`config.mk`:
```
export PLATFORM = sky130hd
export DESIGN_NAME = triangle_grid_bin_mask_top
export DESIGN_NICKNAME = d
export VERILOG_FILES = /design/src/sv/tgbm_pkg.sv /design/src/sv/tgbm_axis_grid.sv /design/src/sv/triangle_grid_bin_mask_top.sv
export SDC_FILE = /design/constraint.sdc
export NUM_CORES = 2
export LEC_CHECK = 0
export BUFFER_PORTS_ARGS = -buffer_cell sky130_fd_sc_hd__buf_2
export CORE_MARGIN = 1.5
export CORE_UTILIZATION = 55
export CTS_CLUSTER_DIAMETER = 60
export DETAILED_ROUTE_END_ITERATION = 6
export PLACE_DENSITY = 0.69
export REMOVE_ABC_BUFFERS = 1
export SETUP_SLACK_MARGIN = 0.5
export SLEW_MARGIN = 10
export SYNTH_ARGS = -nofsm -noshare
export SYNTH_HDL_FRONTEND = slang
export SYNTH_SLANG_ARGS = --single-unit
```
`constraint.sdc`:
```
create_clock -name clk -period 9.88 [get_ports clk]
set_input_delay 2.47 -clock clk [delete_from_list [all_inputs] [get_ports clk]]
set_output_delay 2.47 -clock clk [all_outputs]
set_load 0.05 [all_outputs]
```
`src/sv/tgbm_pkg.sv`:
```
// shared types, constants and helpers for the triangle grid bin mask block
// no dependencies; used by tgbm_axis_grid and triangle_grid_bin_mask_top
`default_nettype none

package tgbm_pkg;

    localparam int COORD_W     = 16;
    localparam int FLAGS_W     = 32;
    localparam int XZ_MASK_W   = 32;
    localparam int Y_MASK_W    = 8;
    localparam int Z_BIT_BASE  = 16;
    localparam int XZ_BINS_DEF = 16;
    localparam int Y_BINS_DEF  = 8;
    localparam int CFG_INDEX_W = 3;

    localparam logic [FLAGS_W-1:0] SKIP_SET_BITS   = 32'h0000_1080;
    localparam logic [FLAGS_W-1:0] SKIP_CLEAR_BITS = 32'h0801_0000;

    localparam logic signed [COORD_W-1:0] BOX_SENTINEL = 16'sh7FBC;

    typedef logic signed [COORD_W-1:0] coord_t;

    typedef enum logic [CFG_INDEX_W-1:0] {
        CFG_X_ORIGIN = 3'd0,
        CFG_X_LIMIT  = 3'd1,
        CFG_Z_ORIGIN = 3'd2,
        CFG_Z_LIMIT  = 3'd3,
        CFG_Y_ORIGIN = 3'd4,
        CFG_Y_LIMIT  = 3'd5
    } cfg_index_t;

    function automatic coord_t coord_min(input coord_t a, input coord_t b);
        return (b < a) ? b : a;
    endfunction

    function automatic coord_t coord_max(input coord_t a, input coord_t b);
        return (a < b) ? b : a;
    endfunction

endpackage

`default_nettype wire

```
`src/sv/tgbm_axis_grid.sv`:
```
// bin edge generator for one axis: step = floor((limit-origin)/BINS)+1, edges origin+k*step
// depends on tgbm_pkg; new origin or limit settles via dprime_reg, prod_reg, bin_edge_reg
`default_nettype none

module tgbm_axis_grid #(
    parameter int BINS = tgbm_pkg::XZ_BINS_DEF
) (
    input  wire logic                                clk,
    input  wire logic                                rst_n,
    input  wire tgbm_pkg::coord_t                    origin,
    input  wire tgbm_pkg::coord_t                    limit,
    output logic [BINS:0][tgbm_pkg::COORD_W-1:0]     bin_edge
);

    localparam int CW = tgbm_pkg::COORD_W;

    // biased difference stays positive and below 2^DIV_W
    localparam int DIV_W  = $clog2((BINS + 1) * (1 << CW));
    localparam int SHIFT_L = $clog2(BINS);
    localparam int REC_S  = DIV_W + SHIFT_L;
    localparam int REC_W  = DIV_W + 1;
    localparam int PROD_W = DIV_W + REC_W;
    localparam longint unsigned RECIP    = ((64'd1 << REC_S) + BINS - 1) / BINS;
    localparam longint unsigned DIV_BIAS = 64'(BINS) << CW;
    localparam longint unsigned RST_PROD = DIV_BIAS * RECIP;

    logic [DIV_W-1:0]           dprime_reg, dprime_next;
    logic [PROD_W-1:0]          prod_reg, prod_next;
    logic [BINS:0][CW-1:0]      bin_edge_reg, bin_edge_next;
    logic [CW-1:0]              step;

    always_comb
    begin
        dprime_next = DIV_W'(DIV_BIAS)
                    + {{(DIV_W-CW){limit[CW-1]}}, limit}
                    - {{(DIV_W-CW){origin[CW-1]}}, origin};
        prod_next   = PROD_W'(dprime_reg) * PROD_W'(RECIP);
        // the bias adds a multiple of 2^16 to the quotient, gone in the low bits
        step        = prod_reg[REC_S +: CW] + CW'(1);
        for (int k = 0; k <= BINS; k++)
        begin
            bin_edge_next[k] = CW'(origin) + CW'(CW'(k) * step);
        end
    end

    // reset values match origin = limit = 0, so items may enter right after reset
    always_ff @(posedge clk or negedge rst_n)
    begin
        if (!rst_n)
        begin
            dprime_reg <= DIV_W'(DIV_BIAS);
            prod_reg   <= PROD_W'(RST_PROD);
            for (int k = 0; k <= BINS; k++)
            begin
                bin_edge_reg[k] <= CW'(k);
            end
        end
        else
        begin
            dprime_reg   <= dprime_next;
            prod_reg     <= prod_next;
            bin_edge_reg <= bin_edge_next;
        end
    end

    assign bin_edge = bin_edge_reg;

endmodule

`default_nettype wire

```
`src/sv/triangle_grid_bin_mask_top.sv`:
```
// triangle grid bin mask: bounding box of a triangle tested against x, z and y bin grids
// one word per cycle sustained while m_tready is high; an accepted input word reaches m_tvalid
// via four pipeline stages (input, box pair, box final, bin compare) with skid-free stalls
// reset clears valid bits and the six config registers to zero; bin edges come from config
// via dprime_reg, prod_reg, bin_edge_reg, set before a word accepted after a write is compared
`default_nettype none

module triangle_grid_bin_mask_top #(
    parameter int XZ_BINS = tgbm_pkg::XZ_BINS_DEF,
    parameter int Y_BINS  = tgbm_pkg::Y_BINS_DEF
) (
    input  wire logic                                clk,
    input  wire logic                                rst_n,
    // config write port
    input  wire logic                                cfg_wen,
    input  wire logic [tgbm_pkg::CFG_INDEX_W-1:0]    cfg_index,
    input  wire logic [tgbm_pkg::COORD_W-1:0]        cfg_data,
    // input stream
    input  wire logic                                s_tvalid,
    output logic                                     s_tready,
    input  wire logic [9*tgbm_pkg::COORD_W-1:0]      s_tdata,   // ax, ay, az, bx, by, bz, cx, cy, cz
    input  wire logic [tgbm_pkg::FLAGS_W-1:0]        s_tuser,   // group_flags
    // output stream
    output logic                                     m_tvalid,
    input  wire logic                                m_tready,
    output logic [tgbm_pkg::XZ_MASK_W+tgbm_pkg::Y_MASK_W-1:0] m_tdata  // xz_mask, y_mask
);

    localparam int CW     = tgbm_pkg::COORD_W;
    localparam int Y_KEPT = (Y_BINS < tgbm_pkg::Y_MASK_W) ? Y_BINS : tgbm_pkg::Y_MASK_W;

    typedef struct packed {
        tgbm_pkg::coord_t lo_ab;
        tgbm_pkg::coord_t hi_ab;
        tgbm_pkg::coord_t lo_c;
        tgbm_pkg::coord_t hi_c;
    } part_box_t;

    typedef struct packed {
        tgbm_pkg::coord_t lo;
        tgbm_pkg::coord_t hi;
    } box_t;

    // config registers
    tgbm_pkg::coord_t x_origin_reg, x_limit_reg, z_origin_reg, z_limit_reg;
    tgbm_pkg::coord_t y_origin_reg, y_limit_reg;

    always_ff @(posedge clk or negedge rst_n)
    begin
        if (!rst_n)
        begin
            x_origin_reg <= '0;
            x_limit_reg  <= '0;
            z_origin_reg <= '0;
            z_limit_reg  <= '0;
            y_origin_reg <= '0;
            y_limit_reg  <= '0;
        end
        else if (cfg_wen)
        begin
            unique case (cfg_index)
                tgbm_pkg::CFG_X_ORIGIN: x_origin_reg <= cfg_data;
                tgbm_pkg::CFG_X_LIMIT:  x_limit_reg  <= cfg_data;
                tgbm_pkg::CFG_Z_ORIGIN: z_origin_reg <= cfg_data;
                tgbm_pkg::CFG_Z_LIMIT:  z_limit_reg  <= cfg_data;
                tgbm_pkg::CFG_Y_ORIGIN: y_origin_reg <= cfg_data;
                tgbm_pkg::CFG_Y_LIMIT:  y_limit_reg  <= cfg_data;
                default: ;
            endcase
        end
    end

    // bin edges per axis
    logic [XZ_BINS:0][CW-1:0] x_edge, z_edge;
    logic [Y_BINS:0][CW-1:0]  y_edge;

    tgbm_axis_grid #(.BINS(XZ_BINS)) u_x_grid (
        .clk(clk), .rst_n(rst_n), .origin(x_origin_reg), .limit(x_limit_reg), .bin_edge(x_edge)
    );

    tgbm_axis_grid #(.BINS(XZ_BINS)) u_z_grid (
        .clk(clk), .rst_n(rst_n), .origin(z_origin_reg), .limit(z_limit_reg), .bin_edge(z_edge)
    );

    tgbm_axis_grid #(.BINS(Y_BINS)) u_y_grid (
        .clk(clk), .rst_n(rst_n), .origin(y_origin_reg), .limit(y_limit_reg), .bin_edge(y_edge)
    );

    // pipeline control
    logic v1_reg, v2_reg, v3_reg, v4_reg;
    logic ready1, ready2, ready3, ready4;

    assign ready4   = !v4_reg || m_tready;
    assign ready3   = !v3_reg || ready4;
    assign ready2   = !v2_reg || ready3;
    assign ready1   = !v1_reg || ready2;
    assign s_tready = ready1;
    assign m_tvalid = v4_reg;

    always_ff @(posedge clk or negedge rst_n)
    begin
        if (!rst_n)
        begin
            v1_reg <= 1'b0;
            v2_reg <= 1'b0;
            v3_reg <= 1'b0;
            v4_reg <= 1'b0;
        end
        else
        begin
            if (ready1)
                v1_reg <= s_tvalid;
            if (ready2)
                v2_reg <= v1_reg;
            if (ready3)
                v3_reg <= v2_reg;
            if (ready4)
                v4_reg <= v3_reg;
        end
    end

    // stage 1: input word and skip decode
    logic [9*CW-1:0] s1_vtx_reg;
    logic            s1_skip_reg, s1_skip_next;

    assign s1_skip_next = ((s_tuser & tgbm_pkg::SKIP_SET_BITS) != '0)
                       && ((s_tuser & tgbm_pkg::SKIP_CLEAR_BITS) == '0);

    // stage 2: pairwise min/max, third vertex clamped against the sentinels
    part_box_t s2_x_reg, s2_y_reg, s2_z_reg;
    part_box_t s2_x_next, s2_y_next, s2_z_next;
    logic      s2_skip_reg;

    function automatic part_box_t part_box(input tgbm_pkg::coord_t a, input tgbm_pkg::coord_t b,
                                           input tgbm_pkg::coord_t c);
        part_box_t p;
        p.lo_ab = tgbm_pkg::coord_min(a, b);
        p.hi_ab = tgbm_pkg::coord_max(a, b);
        p.lo_c  = tgbm_pkg::coord_min(c, tgbm_pkg::BOX_SENTINEL);
        p.hi_c  = tgbm_pkg::coord_max(c, -tgbm_pkg::BOX_SENTINEL);
        return p;
    endfunction

    function automatic box_t merge_box(input part_box_t p);
        box_t b;
        b.lo = tgbm_pkg::coord_min(p.lo_ab, p.lo_c);
        b.hi = tgbm_pkg::coord_max(p.hi_ab, p.hi_c);
        return b;
    endfunction

    always_comb
    begin
        s2_x_next = part_box(s1_vtx_reg[0*CW +: CW], s1_vtx_reg[3*CW +: CW],
                             s1_vtx_reg[6*CW +: CW]);
        s2_y_next = part_box(s1_vtx_reg[1*CW +: CW], s1_vtx_reg[4*CW +: CW],
                             s1_vtx_reg[7*CW +: CW]);
        s2_z_next = part_box(s1_vtx_reg[2*CW +: CW], s1_vtx_reg[5*CW +: CW],
                             s1_vtx_reg[8*CW +: CW]);
    end

    // stage 3: final bounding box
    box_t s3_x_reg, s3_y_reg, s3_z_reg;
    logic s3_skip_reg;

    // stage 4: bin compare into output word
    logic [XZ_BINS-1:0]              x_bits, z_bits;
    logic [Y_BINS-1:0]               y_bits;
    logic [tgbm_pkg::XZ_MASK_W-1:0]  xz_mask_reg, xz_mask_next;
    logic [tgbm_pkg::Y_MASK_W-1:0]   y_mask_reg, y_mask_next;

    always_comb
    begin
        for (int k = 0; k < XZ_BINS; k++)
        begin
            x_bits[k] = ($signed(x_edge[k+1]) >= s3_x_reg.lo)
                     && (s3_x_reg.hi >= $signed(x_edge[k]));
            z_bits[k] = ($signed(z_edge[k+1]) >= s3_z_reg.lo)
                     && (s3_z_reg.hi >= $signed(z_edge[k]));
        end
        for (int k = 0; k < Y_BINS; k++)
        begin
            y_bits[k] = ($signed(y_edge[k+1]) >= s3_y_reg.lo)
                     && (s3_y_reg.hi >= $signed(y_edge[k]));
        end
        xz_mask_next = '0;
        y_mask_next  = '0;
        for (int k = 0; k < XZ_BINS; k++)
        begin
            xz_mask_next[k]                       = x_bits[k] && !s3_skip_reg;
            xz_mask_next[tgbm_pkg::Z_BIT_BASE + k] = z_bits[k] && !s3_skip_reg;
        end
        for (int k = 0; k < Y_KEPT; k++)
        begin
            y_mask_next[k] = y_bits[k] && !s3_skip_reg;
        end
    end

    // payload registers, no reset
    always_ff @(posedge clk)
    begin
        if (ready1)
        begin
            s1_vtx_reg  <= s_tdata;
            s1_skip_reg <= s1_skip_next;
        end
        if (ready2)
        begin
            s2_x_reg    <= s2_x_next;
            s2_y_reg    <= s2_y_next;
            s2_z_reg    <= s2_z_next;
            s2_skip_reg <= s1_skip_reg;
        end
        if (ready3)
        begin
            s3_x_reg    <= merge_box(s2_x_reg);
            s3_y_reg    <= merge_box(s2_y_reg);
            s3_z_reg    <= merge_box(s2_z_reg);
            s3_skip_reg <= s2_skip_reg;
        end
        if (ready4)
        begin
            xz_mask_reg <= xz_mask_next;
            y_mask_reg  <= y_mask_next;
        end
    end

    assign m_tdata = {y_mask_reg, xz_mask_reg};

    // a skipped triangle leaves the compare stage as an all-zero word
    assert property (@(posedge clk) disable iff (!rst_n)
        (v3_reg && s3_skip_reg && ready4) |=> (m_tdata == '0))
        else $error("skipped triangle produced a nonzero mask");

    // any empty stage lets a new word in
    assert property (@(posedge clk) disable iff (!rst_n)
        !(v1_reg && v2_reg && v3_reg && v4_reg) |-> s_tready)
        else $error("input stalled while the pipeline has a free stage");

    // an output word only appears when stage 3 held one
    assert property (@(posedge clk) disable iff (!rst_n)
        (m_tvalid && !$past(m_tvalid)) |-> $past(v3_reg))
        else $error("output valid without a word in the compare stage");

    // during an output stall the words held in stages 3 and 4 both stay valid
    assert property (@(posedge clk) disable iff (!rst_n)
        (v4_reg && !m_tready && v3_reg) |=> (v3_reg && v4_reg))
        else $error("stage 3 word dropped during an output stall");

endmodule

`default_nettype wire

```
==> impl_metrics.ini <==
[floorplanning]
die_y_um = 445
core_area_um2 = 193000
start_util_pct = 55.6
dieWidth_um = 445
die_area_um2 = 198000
std_cell_rows = 161
ios = 242

[routing]
routed_wl_um = 351000
post_drt_wl_per_cell_um = 25.4
drtAntennaViolNets = 0
dr.pass1.iters = 6
vias = 84504
drc = 0
drt_first_iter_violations = 7485
viasPerCell = 6.11

[final_layout]
drive_above_1_share_pct = 9.32
area_growth_pct = 10.2
nets = 13681

[logic_synthesis]
ys_ff_latch = 1264
synth_adder_area_share_pct = 29.4
synthMuxAreaShare_pct = 2.10
synth_top_family_by_area = adder cells
netlist_top_cells_area = ha_1, dfrtp_1, edfxtp_1
avgSynthCellArea_um2 = 10.0
synth_compound_area_share_pct = 13.9
synth_common_cells = ha_1, inv_1, dfrtp_1, a21oi_1, xnor2_1
synthArstFlopShare_pct = 62.4
synth_cell_types = 109
synth_top_area_cell = ha_1
ys_warn_count = 0
ys_seq_area_share_pct = 31.7
syn_area_um2 = 107000
synth_top_flop_cell = dfrtp_1
synth_simple_gate_area_share_pct = 11.2
synth_cells = 10732
yosysTopAreaCellShare_pct = 23.6
synth.most_common_cell = ha_1
synth-xor-area-share_pct = 6.09
synth_edf_count = 475

[clock_network]
clk_pin_slew_ns = 0.06
cts-root-buf = clkbuf_16
post_cts_buffers = 0
cts_tree = done
cts_resized = 0
numCtsBuffers = 170
clk_latency_ns = 0.85
cts_buffer_depth = 3
cts.sinks = 1264
cts_max_level = 4
cts_hold_buf = 0

[global_routing]
grt_pass1_vias = 84086
grt_pass1_wl_um = 518000
grt_max_degree = 145
grtUsageTotal_pct = 35.2
overflow = 0
antenna_found_initial = 17

[critical_path]
cp.arrival_ns = 4.59
crit_chain = buf_2 -> nor2b_1 -> nand4_1 -> buf_2
cp.required_ns = 7.41
criticalPathCategory = input pin to output pin
crit_family = simple AND/OR/NAND/NOR gates
critPathMaxStageDelay_ns = 0.95
rr_startpoint = u_x_grid.prod_reg[26]$_DFF_PN0_
critPathMaxFanout = 20
start_kind = input pin
reg2reg_to = u_x_grid.bin_edge[207]$_DFF_PN0_
reg2reg_slack_ns = 3.59
slowest_stage = nand4_1
reg2regPathDepth = 19
path_buf_inv = 2
critPathMostFrequentCell = buf_2
endpoint_kind = output pin

[timing]
slew_violations = 0
finalSetupViolations = 0
period_needed_ns = 7.06
fin_tns_setup_ns = 0
finalHoldViolCount = 0
worst_slew_pin_slew_ns = 1.25
fmax_mhz = 142
min_period_over_period_pct = 71.5
max-slew-margin-rel_pct = 15.8
rsz0062_at_grt = no
clock_skew_ns = 0.0361

[min_path]
hold_path.class = flop to flop
whs_path_depth = 0
min-delay-start = u_y_grid.dprime_reg[8]$_DFF_PN0_
hold_path_end = u_y_grid.prod_reg[28]$_DFF_PN0_

[placement]
dp.final_hpwl_um = 263000
port_buffers = 213
place_congestion = 1.01

[job]
cap_violations = 0

[outcome]
status = finished, final reports clean
## cell type report
type	instances	area (µm²)
clock buffers	209	4530
inverters	1452	5450
repair buffers	378	2380
well taps	2526	3160
clock inverters	109	1370
flip-flops and latches	1264	34100
fillers	15933	74900
multi-input cells	7881	67300
diodes	8	20.0
## worst max path at each step
stage	slack [ns]	start	endpoint	cells past startpoint
after global placement	2.82	m_tready	s_tready	4
after detailed placement	2.76	m_tready	s_tready	4
after CTS	2.76	m_tready	s_tready	4
after global routing	2.63	m_tready	s_tready	4
final	2.82	m_tready	s_tready	4
after floorplan	0.30	m_tready	s_tready	2
## kinds of logic after synthesis
kind of cell             count (synthesis)
XOR/XNOR                               734
flip-flops                            1264
AO/OA/AOI/OAI                         2255
multiplexers                           202
buffers and inverters                 1587
adder cells (fa/ha/maj)               2334
AND/OR/NAND/NOR                       2356
## metal layers
layer  up-vias  GRT usage, %  part of all wire (%)
met5         -             0                 0.016
met4         8          17.0                   5.5
met3       888          6.95                   8.6
met2      3339          54.8                    44
met1     41284          46.9                    42
li1      38985             -                     -
## metrics by stage
stage               worst slack [ns]  cells  instance area (µm²)  utilization [%]  hold slack [ns]
CTS                             2.76  13819               118000             61.2            0.347
global placement                2.82  13501               112000             58.2            0.334
global route                    2.63  13821               118000             61.2            0.352
finish                          2.82  13827               118000             61.2            0.344
floorplan                      0.304  10597               107000                -            0.331
detailed placement              2.76  13501               112000             58.2            0.335
## cells in the final DEF (no fill, tap or decap), drive strengths merged, types with 273 or more instances in the layout
cell type / n
buf: 378
dfrtp: 749
nor2: 508
fa: 310
o21ai: 382
inv: 1462
xnor2: 567
a21o: 508
nand3: 273
nand2: 437
edfxtp: 475
a21oi: 605
ha: 2024
Power is left out: the tool's default activity adds up to more than one toggle a clock period on the data nets, which glitch-free logic cannot reach.
